File: src/sv/wheel_sensor_fault_monitor_unit_defines.svh
// Assertion macros for the wheel sensor fault monitor.
`ifndef WHEEL_SENSOR_FAULT_MONITOR_UNIT_DEFINES_SVH
`define WHEEL_SENSOR_FAULT_MONITOR_UNIT_DEFINES_SVH

// Same-cycle implication, disabled during reset
`define WSFM_ASSERT_NOW(label, clk, rst_n, ante, cons, msg) \
	label: assert property (@(posedge clk) disable iff (!(rst_n)) (ante) |-> (cons)) \
		else $error(msg);

// Next-cycle implication, disabled during reset
`define WSFM_ASSERT_NEXT(label, clk, rst_n, ante, cons, msg) \
	label: assert property (@(posedge clk) disable iff (!(rst_n)) (ante) |=> (cons)) \
		else $error(msg);

`endif

File: src/sv/wsfm_pkg.sv
// Types and constants shared by the wheel sensor fault monitor modules.
package wsfm_pkg;

	localparam int SPEED_W  = 16;
	localparam int OMEGA_W  = 18;
	localparam int RADIUS_W = 16;
	localparam int STALE_W  = 16;
	localparam int TOTAL_W  = 32;
	localparam int COUNT_W  = 8;
	localparam int WIN_W    = 7;
	localparam int ERR_W    = 16;
	localparam int CFG_IDX_W  = 3;
	localparam int CFG_DATA_W = 18;

	// Q8 value of 1.0 m/s
	localparam logic signed [SPEED_W:0] SPEED_ONE_Q8 = 17'sd256;

	// Configuration register indexes
	localparam logic [CFG_IDX_W-1:0] CFG_WHEEL_RADIUS        = 3'd0;
	localparam logic [CFG_IDX_W-1:0] CFG_STUCK_SPEED_MIN     = 3'd1;
	localparam logic [CFG_IDX_W-1:0] CFG_STUCK_CYCLES        = 3'd2;
	localparam logic [CFG_IDX_W-1:0] CFG_PLAUS_MARGIN        = 3'd3;
	localparam logic [CFG_IDX_W-1:0] CFG_PLAUS_CYCLES        = 3'd4;
	localparam logic [CFG_IDX_W-1:0] CFG_CRC_ERROR_THRESHOLD = 3'd5;
	localparam logic [CFG_IDX_W-1:0] CFG_OMEGA_MAX           = 3'd6;
	localparam logic [CFG_IDX_W-1:0] CFG_SPEED_MAX           = 3'd7;

	// Reset values of the configuration registers
	localparam logic [15:0]        RST_WHEEL_RADIUS        = 16'd19661;
	localparam logic [14:0]        RST_STUCK_SPEED_MIN     = 15'd256;
	localparam logic [7:0]         RST_STUCK_CYCLES        = 8'd10;
	localparam logic [14:0]        RST_PLAUS_MARGIN        = 15'd128;
	localparam logic [7:0]         RST_PLAUS_CYCLES        = 8'd5;
	localparam logic [15:0]        RST_CRC_ERROR_THRESHOLD = 16'd5;
	localparam logic signed [17:0] RST_OMEGA_MAX           = 18'sd76800;
	localparam logic signed [15:0] RST_SPEED_MAX           = 16'sd25600;

	typedef struct packed {
		logic [RADIUS_W-1:0]       wheel_radius;
		logic [14:0]               stuck_speed_min;
		logic [COUNT_W-1:0]        stuck_cycles;
		logic [14:0]               plausibility_margin;
		logic [COUNT_W-1:0]        plausibility_cycles;
		logic [ERR_W-1:0]          crc_error_threshold;
		logic signed [OMEGA_W-1:0] omega_max;
		logic signed [SPEED_W-1:0] speed_max;
	} wsfm_cfg_t;

	typedef struct packed {
		logic                      sample_valid;
		logic signed [SPEED_W-1:0] vehicle_speed;
		logic signed [OMEGA_W-1:0] wheel_omega;
	} wsfm_sample_t;

	typedef struct packed {
		logic range_fault;
		logic stuck_fault;
		logic implausible_fault;
	} wsfm_content_flags_t;

endpackage

File: src/sv/wsfm_content_check.sv
// Range, stuck-value and plausibility checks with their counter state.
module wsfm_content_check import wsfm_pkg::*; #(
	parameter int OMEGA_LOWER_BOUND = 0,
	parameter int SPEED_LOWER_BOUND = 0
) (
	input  logic                clk,
	input  logic                arst_n,
	input  logic                en,
	input  wsfm_cfg_t           cfg,
	input  wsfm_sample_t        sample,
	output wsfm_content_flags_t flags
);

	localparam logic signed [OMEGA_W-1:0] OMEGA_LO = OMEGA_W'(OMEGA_LOWER_BOUND);
	localparam logic signed [SPEED_W-1:0] SPEED_LO = SPEED_W'(SPEED_LOWER_BOUND);
	localparam int PROD_W = OMEGA_W + RADIUS_W + 1;

	logic signed [OMEGA_W-1:0] prev_omega_q;
	logic [COUNT_W-1:0]        frozen_q;
	logic [COUNT_W-1:0]        implaus_q;
	logic [COUNT_W-1:0]        frozen_d;
	logic [COUNT_W-1:0]        implaus_d;

	logic                      out_of_range;
	logic                      run_checks;
	logic signed [SPEED_W:0]   speed_ext;
	logic                      speed_gt_min;
	logic                      slow;
	logic signed [PROD_W-1:0]  surface_q24;
	logic signed [SPEED_W+1:0] speed_margin;
	logic signed [PROD_W-1:0]  limit_q24;
	logic                      too_fast;

	// Range check gates the remaining checks
	assign out_of_range = (sample.wheel_omega < OMEGA_LO) || (sample.wheel_omega > cfg.omega_max)
		|| (sample.vehicle_speed < SPEED_LO) || (sample.vehicle_speed > cfg.speed_max);
	assign run_checks = sample.sample_valid && !out_of_range;

	// Stuck detection
	assign speed_ext    = {sample.vehicle_speed[SPEED_W-1], sample.vehicle_speed};
	assign speed_gt_min = speed_ext > $signed({2'b00, cfg.stuck_speed_min});

	always_comb begin
		if ((sample.wheel_omega == prev_omega_q) && speed_gt_min) begin
			frozen_d = (frozen_q == '1) ? frozen_q : frozen_q + COUNT_W'(1);
		end else begin
			frozen_d = '0;
		end
	end

	// Plausibility: omega * radius against (speed + margin), both at Q24
	assign slow         = speed_ext < SPEED_ONE_Q8;
	assign surface_q24  = PROD_W'(sample.wheel_omega) * PROD_W'($signed({1'b0, cfg.wheel_radius}));
	assign speed_margin = {{2{sample.vehicle_speed[SPEED_W-1]}}, sample.vehicle_speed}
		+ $signed({3'b000, cfg.plausibility_margin});
	assign limit_q24    = PROD_W'({speed_margin, 16'h0000});
	assign too_fast     = surface_q24 > limit_q24;

	always_comb begin
		if (slow || !too_fast) begin
			implaus_d = '0;
		end else begin
			implaus_d = (implaus_q == '1) ? implaus_q : implaus_q + COUNT_W'(1);
		end
	end

	// Counter state moves only for in-range valid samples
	always_ff @(posedge clk or negedge arst_n) begin
		if (!arst_n) begin
			prev_omega_q <= '0;
			frozen_q     <= '0;
			implaus_q    <= '0;
		end else if (en && run_checks) begin
			prev_omega_q <= sample.wheel_omega;
			frozen_q     <= frozen_d;
			implaus_q    <= implaus_d;
		end
	end

	// Flags from the updated counts
	always_comb begin
		flags.range_fault       = sample.sample_valid && out_of_range;
		flags.stuck_fault       = run_checks && (frozen_d >= cfg.stuck_cycles);
		flags.implausible_fault = run_checks && !slow && (implaus_d >= cfg.plausibility_cycles);
	end

endmodule

File: src/sv/wheel_sensor_fault_monitor_unit.sv
// Wheel sensor fault monitor top level: config registers, CRC window and item pipeline.
//
//  channel | handshake              | payload
//  --------+------------------------+------------------------------------------------
//  req     | req_valid / req_stall  | sample_valid vehicle_speed wheel_omega
//          |                        | stale_cycles crc_error_total
//  rsp     | rsp_valid / rsp_stall  | comm_timeout crc_rate_fault range_fault
//          |                        | stuck_fault implausible_fault
//  cfg     | cfg_we                 | cfg_index cfg_data
//
// One item per cycle unless rsp_stall holds the flow (input register, then result register).
// The check logic, including the 18x17 multiply, sits between those two registers.
// req_stall rises only when the input register is full and the result register is
// held by rsp_stall. Reset clears all counters and loads config register defaults.
`include "wheel_sensor_fault_monitor_unit_defines.svh"

module wheel_sensor_fault_monitor_unit import wsfm_pkg::*; #(
	parameter int CRC_WINDOW        = 100,
	parameter int WATCHDOG_LIMIT    = 5,
	parameter int OMEGA_LOWER_BOUND = 0,
	parameter int SPEED_LOWER_BOUND = 0
) (
	input  logic                      clk,
	input  logic                      arst_n,
	input  logic                      cfg_we,
	input  logic [CFG_IDX_W-1:0]      cfg_index,
	input  logic [CFG_DATA_W-1:0]     cfg_data,
	input  logic                      req_valid,
	output logic                      req_stall,
	input  logic                      sample_valid,
	input  logic signed [SPEED_W-1:0] vehicle_speed,
	input  logic signed [OMEGA_W-1:0] wheel_omega,
	input  logic [STALE_W-1:0]        stale_cycles,
	input  logic [TOTAL_W-1:0]        crc_error_total,
	output logic                      rsp_valid,
	input  logic                      rsp_stall,
	output logic                      comm_timeout,
	output logic                      crc_rate_fault,
	output logic                      range_fault,
	output logic                      stuck_fault,
	output logic                      implausible_fault
);

	localparam logic [WIN_W-1:0]   WIN_LAST  = WIN_W'(CRC_WINDOW);
	localparam logic [STALE_W-1:0] WDOG_LIM  = STALE_W'(WATCHDOG_LIMIT);

	wsfm_cfg_t cfg_q;

	logic                      s1_valid_q;
	wsfm_sample_t              sample_s1;
	logic [STALE_W-1:0]        stale_s1;
	logic [TOTAL_W-1:0]        total_s1;

	logic                      load_s1;
	logic                      advance;

	logic [WIN_W-1:0]          win_cnt_q;
	logic [ERR_W-1:0]          win_err_q;
	logic [TOTAL_W-1:0]        last_total_q;
	logic [WIN_W-1:0]          win_cnt_inc;
	logic                      win_close;
	logic [WIN_W-1:0]          win_cnt_d;
	logic [ERR_W-1:0]          win_err_base;
	logic [ERR_W-1:0]          win_err_d;
	logic [TOTAL_W-1:0]        err_delta;
	logic                      total_rose;
	logic [ERR_W:0]            err_sum;
	logic                      crc_fault_d;

	wsfm_content_flags_t       content_flags;

	// Configuration registers
	always_ff @(posedge clk or negedge arst_n) begin
		if (!arst_n) begin
			cfg_q.wheel_radius        <= RST_WHEEL_RADIUS;
			cfg_q.stuck_speed_min     <= RST_STUCK_SPEED_MIN;
			cfg_q.stuck_cycles        <= RST_STUCK_CYCLES;
			cfg_q.plausibility_margin <= RST_PLAUS_MARGIN;
			cfg_q.plausibility_cycles <= RST_PLAUS_CYCLES;
			cfg_q.crc_error_threshold <= RST_CRC_ERROR_THRESHOLD;
			cfg_q.omega_max           <= RST_OMEGA_MAX;
			cfg_q.speed_max           <= RST_SPEED_MAX;
		end else if (cfg_we) begin
			case (cfg_index)
				CFG_WHEEL_RADIUS:        cfg_q.wheel_radius        <= cfg_data[15:0];
				CFG_STUCK_SPEED_MIN:     cfg_q.stuck_speed_min     <= cfg_data[14:0];
				CFG_STUCK_CYCLES:        cfg_q.stuck_cycles        <= cfg_data[7:0];
				CFG_PLAUS_MARGIN:        cfg_q.plausibility_margin <= cfg_data[14:0];
				CFG_PLAUS_CYCLES:        cfg_q.plausibility_cycles <= cfg_data[7:0];
				CFG_CRC_ERROR_THRESHOLD: cfg_q.crc_error_threshold <= cfg_data[15:0];
				CFG_OMEGA_MAX:           cfg_q.omega_max           <= $signed(cfg_data[17:0]);
				CFG_SPEED_MAX:           cfg_q.speed_max           <= $signed(cfg_data[15:0]);
				default: ;
			endcase
		end
	end

	// Handshake: the input register drains into the result register
	assign advance   = s1_valid_q && (!rsp_valid || !rsp_stall);
	assign req_stall = s1_valid_q && !advance;
	assign load_s1   = req_valid && !req_stall;

	always_ff @(posedge clk or negedge arst_n) begin
		if (!arst_n) begin
			s1_valid_q <= 1'b0;
		end else if (load_s1) begin
			s1_valid_q <= 1'b1;
		end else if (advance) begin
			s1_valid_q <= 1'b0;
		end
	end

	always_ff @(posedge clk) begin
		if (load_s1) begin
			sample_s1.sample_valid  <= sample_valid;
			sample_s1.vehicle_speed <= vehicle_speed;
			sample_s1.wheel_omega   <= wheel_omega;
			stale_s1                <= stale_cycles;
			total_s1                <= crc_error_total;
		end
	end

	// CRC error window: close check first, then fold in new errors
	assign win_cnt_inc  = win_cnt_q + WIN_W'(1);
	assign win_close    = win_cnt_inc >= WIN_LAST;
	assign win_cnt_d    = win_close ? '0 : win_cnt_inc;
	assign win_err_base = win_close ? '0 : win_err_q;
	assign crc_fault_d  = win_close && (win_err_q >= cfg_q.crc_error_threshold);

	assign total_rose = total_s1 > last_total_q;
	assign err_delta  = total_s1 - last_total_q;
	assign err_sum    = {1'b0, win_err_base} + {1'b0, err_delta[ERR_W-1:0]};

	always_comb begin
		if (!total_rose) begin
			win_err_d = win_err_base;
		end else if ((err_delta[TOTAL_W-1:ERR_W] != '0) || err_sum[ERR_W]) begin
			win_err_d = '1;
		end else begin
			win_err_d = err_sum[ERR_W-1:0];
		end
	end

	always_ff @(posedge clk or negedge arst_n) begin
		if (!arst_n) begin
			win_cnt_q    <= '0;
			win_err_q    <= '0;
			last_total_q <= '0;
		end else if (advance) begin
			win_cnt_q <= win_cnt_d;
			win_err_q <= win_err_d;
			if (total_rose) begin
				last_total_q <= total_s1;
			end
		end
	end

	// Content checks
	wsfm_content_check #(
		.OMEGA_LOWER_BOUND(OMEGA_LOWER_BOUND),
		.SPEED_LOWER_BOUND(SPEED_LOWER_BOUND)
	) u_content (
		.clk    (clk),
		.arst_n (arst_n),
		.en     (advance),
		.cfg    (cfg_q),
		.sample (sample_s1),
		.flags  (content_flags)
	);

	// Result register
	always_ff @(posedge clk or negedge arst_n) begin
		if (!arst_n) begin
			rsp_valid <= 1'b0;
		end else if (advance) begin
			rsp_valid <= 1'b1;
		end else if (!rsp_stall) begin
			rsp_valid <= 1'b0;
		end
	end

	always_ff @(posedge clk) begin
		if (advance) begin
			comm_timeout      <= stale_s1 > WDOG_LIM;
			crc_rate_fault    <= crc_fault_d;
			range_fault       <= content_flags.range_fault;
			stuck_fault       <= content_flags.stuck_fault;
			implausible_fault <= content_flags.implausible_fault;
		end
	end

	// Checks
	`WSFM_ASSERT_NOW(a_range_blocks_others, clk, arst_n, rsp_valid && range_fault, !stuck_fault && !implausible_fault, "range fault with other content flag")
	`WSFM_ASSERT_NOW(a_window_bound, clk, arst_n, 1'b1, win_cnt_q < WIN_LAST, "CRC window count past window length")
	`WSFM_ASSERT_NOW(a_stall_when_full, clk, arst_n, s1_valid_q && rsp_valid && rsp_stall, req_stall, "item taken while pipeline blocked")
	`WSFM_ASSERT_NEXT(a_accept_loads, clk, arst_n, req_valid && !req_stall, s1_valid_q, "accepted item not held in input register")

endmodule
File: config.mk
export PLATFORM = sky130hd
export DESIGN_NAME = wheel_sensor_fault_monitor_unit
export DESIGN_NICKNAME = d
export VERILOG_FILES = /design/src/sv/wsfm_pkg.sv /design/src/sv/wsfm_content_check.sv /design/src/sv/wheel_sensor_fault_monitor_unit.sv
export VERILOG_INCLUDE_DIRS = /design/src /design/src/sv
export SDC_FILE = /design/constraint.sdc
export NUM_CORES = 1
export LEC_CHECK = 0
export BUFFER_PORTS_ARGS = -buffer_cell sky130_fd_sc_hd__buf_2
export CORE_AREA = 2 2 203 285
export CTS_BUF_LIST = sky130_fd_sc_hd__clkbuf_16
export DETAILED_ROUTE_END_ITERATION = 10
export DIE_AREA = 0 0 205 287
export PLACE_DENSITY = 0.73
export SLEW_MARGIN = 40
export SYNTH_ARGS = -nofsm -noshare
export SYNTH_HDL_FRONTEND = slang
export SYNTH_SLANG_ARGS = --single-unit
File: constraint.sdc
create_clock -name clk -period 13 [get_ports clk]
set_input_delay 0 -clock clk [delete_from_list [all_inputs] [get_ports clk]]
set_output_delay 0 -clock clk [all_outputs]
set_load 0.1 [all_outputs]
==> tab_implementation.tex <==
\begin{tabular}{lr}
\hline
Metric & Value \\
\hline
\multicolumn{2}{l}{\textbf{Worst setup path}} \\
Critical R2R Capture & implausible\_fault \\
Startpoint class of the critical path & register \\
Reg2reg path depth & 41 \\
Slowest stage cell, crit path & sky130\_fd\_sc\_hd\_\_edfxtp\_1 \\
Setup slack of the most critical reg-to-reg path & 1520 ps \\
Worst Path Required & 13,300 ps \\
Largest fanout on the critical path & 19 \\
CP Data Arrival Time & 11,770 ps \\
R2R Path Start & sample\_s1[17] \\
Worst path most repeated cell & sky130\_fd\_sc\_hd\_\_a21o\_1 \\
Kind of capture point of the worst setup path & register \\
Worst path max stage delay & 920 ps \\
Critical setup path kind & register to register \\
\multicolumn{2}{l}{\textbf{Die}} \\
Die span in x & 205 um \\
Number of cell rows & 103 \\
Area of the core & 56,200 sq um \\
Top-level I/O count & 116 \\
DIE AREA & 58,800 sq um \\
Chip Height & 287 um \\
Initial core utilization & 49.5\% \\
\multicolumn{2}{l}{\textbf{Route}} \\
Average wire per cell in the routed design & 18.4 um \\
Total number of vias & 21.1k \\
Number of nets with antenna violations after routing & 0 \\
Detailed-router iteration count before antenna repair & 5 \\
Residual DRC count & 0 \\
Violation count after the first detailed-route iteration & 1,043 \\
Vias per cell & 5.51 \\
Total detailed-routing wirelength & 70,700 um \\
\multicolumn{2}{l}{\textbf{Finish}} \\
Core Util, Final & 56.1\% \\
Final \#Nets & 3,725 \\
Syn-to-layout area delta & 13.3\% \\
Fill cells & 4,844 \\
Final std cells w/o fill & 3,830 \\
Layout cells sized above 1 & 11.6\% \\
Finished layout cell area & 31,500 sq um \\
\multicolumn{2}{l}{\textbf{Run status}} \\
Result of the run & finished, violations left \\
Violations in the final reports & hold timing \\
\multicolumn{2}{l}{\textbf{Logic synthesis}} \\
Number of library cell types mapped by synthesis & 72 \\
Avg Inst Size Synth & 9.67 sq um \\
Predominant post-synthesis flop cell & sky130\_fd\_sc\_hd\_\_dfrtp\_1 \\
Most instantiated library cell after synthesis & sky130\_fd\_sc\_hd\_\_inv\_1 \\
Synthesized instance count & 2,874 \\
Sequential fraction of the synthesis area & 27.8\% \\
Synth warnings & 0 \\
Synth top cells by count & sky130\_fd\_sc\_hd\_\_inv\_1 (533), sky130\_fd\_sc\_hd\_\_nand2\_1 (310), sky130\_fd\_sc\_hd\_\_fa\_1 (296), sky130\_fd\_sc\_hd\_\_ha\_1 (254), sky130\_fd\_sc\_hd\_\_dfrtp\_1 (180) \\
Register bit total from synthesis & 290 \\
Number of enable flip-flop cells after synthesis & 87 \\
Mapped Nets & 3,533 \\
Area share of the largest cell type after synthesis & 21.3\% \\
Proportion of synthesized flip-flops having asynchronous set or reset & 70.0\% \\
Post-Syn Area & 27,800 sq um \\
Largest cells by area after synthesis & sky130\_fd\_sc\_hd\_\_fa\_1 (21\%), sky130\_fd\_sc\_hd\_\_dfrtp\_1 (16\%), sky130\_fd\_sc\_hd\_\_ha\_1 (11\%) \\
Cell taking the most area after synthesis & sky130\_fd\_sc\_hd\_\_fa\_1 \\
\multicolumn{2}{l}{\textbf{GRT}} \\
Overflow left after global routing & 0 \\
Wire length of the first global-routing pass & 116,000 um \\
Maximum number of pins on one net before global-route repair & 80 \\
Via count of the first global-routing pass & 23.2k \\
Number of antenna violations at the first check in global routing & 3 \\
GRT Util Overall & 25.0\% \\
\multicolumn{2}{l}{\textbf{CTS}} \\
CTS sink count & 290 \\
Clock transition at the registers of the reported paths & 60 ps \\
Number of buffers created by CTS & 34 \\
Clock tree from TritonCTS & yes \\
Longest Clk Path Bufs & 3 \\
Htree depth & 2 \\
Number of buffers added for setup after CTS & 0 \\
Library cell used as clock root buffer & sky130\_fd\_sc\_hd\_\_clkbuf\_16 \\
CTS-repair resized insts & 0 \\
Source-to-sink clock delay at the later pin of the worst-skew pair & 570 ps \\
Hold-fix buffers at CTS & 114 \\
\multicolumn{2}{l}{\textbf{Timing}} \\
Number of setup violations in the final report & 0 \\
Setup skew after layout & 43.7 ps \\
Upper clock frequency limit & 87.1 MHz \\
Number of hold violations in the final report & 4 \\
Hold WS & -10.5 ps \\
Part of the cycle the worst path needs & 88.3\% \\
Headroom to the max-slew limit & 37.6\% \\
Unrepaired setup endpoints after global routing & no \\
Minimum clock period after layout & 11,480 ps \\
Number of max-slew violations in the final report & 0 \\
Actual slew at the worst max-slew pin & 929 ps \\
Accumulated negative setup slack & 0 ps \\
\multicolumn{2}{l}{\textbf{Placed design}} \\
Post-DP HPWL & 53,200 um \\
Placed Cells incl. Taps & 3,642 \\
Port buffer count & 114 \\
Standard cell area after detailed placement & 29,100 sq um \\
Routability-driven placement congestion ratio & 0.937 \\
\multicolumn{2}{l}{\textbf{Hold path}} \\
Class of the most critical hold timing path & input port to async pin \\
\multicolumn{2}{l}{\textbf{Flow run}} \\
Total of max-cap violations & 0 \\
\hline
\end{tabular}
## stage by stage
step                worst slack, ps  hold slack, ps
floorplan                      2940            -296
global placement               1520            41.3
detailed placement             1360            48.5
CTS                            1330            3.53
global route                    935            53.0
finish                         1520           -10.5
## worst max path at each step
stage                  startpoint                end  slack (ps)
CTS                    cfg_q[105]  implausible_fault        1330
detailed placement  sample_s1[17]  implausible_fault        1360
finish              sample_s1[17]  implausible_fault        1520
floorplan              cfg_q[106]  implausible_fault        2940
global route        sample_s1[17]  implausible_fault         930
global placement     sample_s1[7]  implausible_fault        1520
## registers in the layout, summed over array words and instances, names as in the netlist
name / flops
win_cnt_q: 7
range_fault: 1
u_content.frozen_q: 8
last_total_q: 32
total_s1: 32
win_err_q: 16
crc_rate_fault: 1
rsp_valid: 1
s1_valid_q: 1
stuck_fault: 1
u_content.implaus_q: 8
sample_s1: 35
cfg_q: 112
comm_timeout: 1
implausible_fault: 1
stale_s1: 15
u_content.prev_omega_q: 18
## layer usage
layer | vias up | global-route usage (%) | wire length, um
li1 | 9720 | - | -
met3 | 258 | 3.38 | 3420
met5 | - | 0 | 0
met2 | 649 | 46.7 | 37700
met4 | 0 | 14.8 | 4560
met1 | 10500 | 26.7 | 25000
## logic make-up (layout without fill, tap and decap cells)
family          after synthesis  after routing  share of synthesized area, %
mux                         108            108                          4.35
other cells                   0              3                             0
xor+xnor                    102            102                          3.21
flops                       290            290                          27.8
compound gates              465            465                          10.5
buf+inv                     637            855                          8.66
fa+ha+maj                   550            550                          32.7
simple gates                722            722                          12.7
## layout make-up
cell class / instances / area (sq um) / area share, %
multi-input combinational: 1947 / 17700 / 56.2
sequential: 290 / 7730 / 24.5
timing repair buffer: 259 / 2020 / 6.40
inverter: 534 / 2000 / 6.36
tap: 735 / 920 / 2.92
clock buffer: 35 / 876 / 2.78
clock inverter: 27 / 255 / 0.810
antenna: 3 / 7.51 / 0.0238
## critical path, delay by kind of cell (launching register included)
kind                     cells  cell delay (ps)
adder cells (fa/ha/maj)      9             4230
AO/OA/AOI/OAI               18             4050
XOR/XNOR                     1              150
buffers and inverters        3              180
flip-flops                   1              920
AND/OR/NAND/NOR             10             1690
## placed cells by master (no fill, tap or decap), drive strengths merged, types with 5 or more instances in the layout
cell and n:
clkinv 15, o211ai 15, mux2 102, inv 542, dfrtp 180, nand3 31, o22ai 6, o31ai 12
dlygate4sd3 114, nand2b 26, o21a 23, nor2b 32, and3 9, o21bai 13, a211oi 11, o21ai 134
or3 12, buf 144, a21oi 138, xor2 50, nor3 31, nand4b 5, nor4 15, ha 254
fa 296, clkbuf 36, nand2 310, xnor2 52, mux2i 6, a21o 65, a31oi 10, and2 129
nor2 68, nand4 33, nor3b 6, dfstp 23, a2111oi 6, edfxtp 87, or2 8
Power is not shown: default switching activity piles up to over one toggle a cycle in this logic, so the estimate is an artifact.
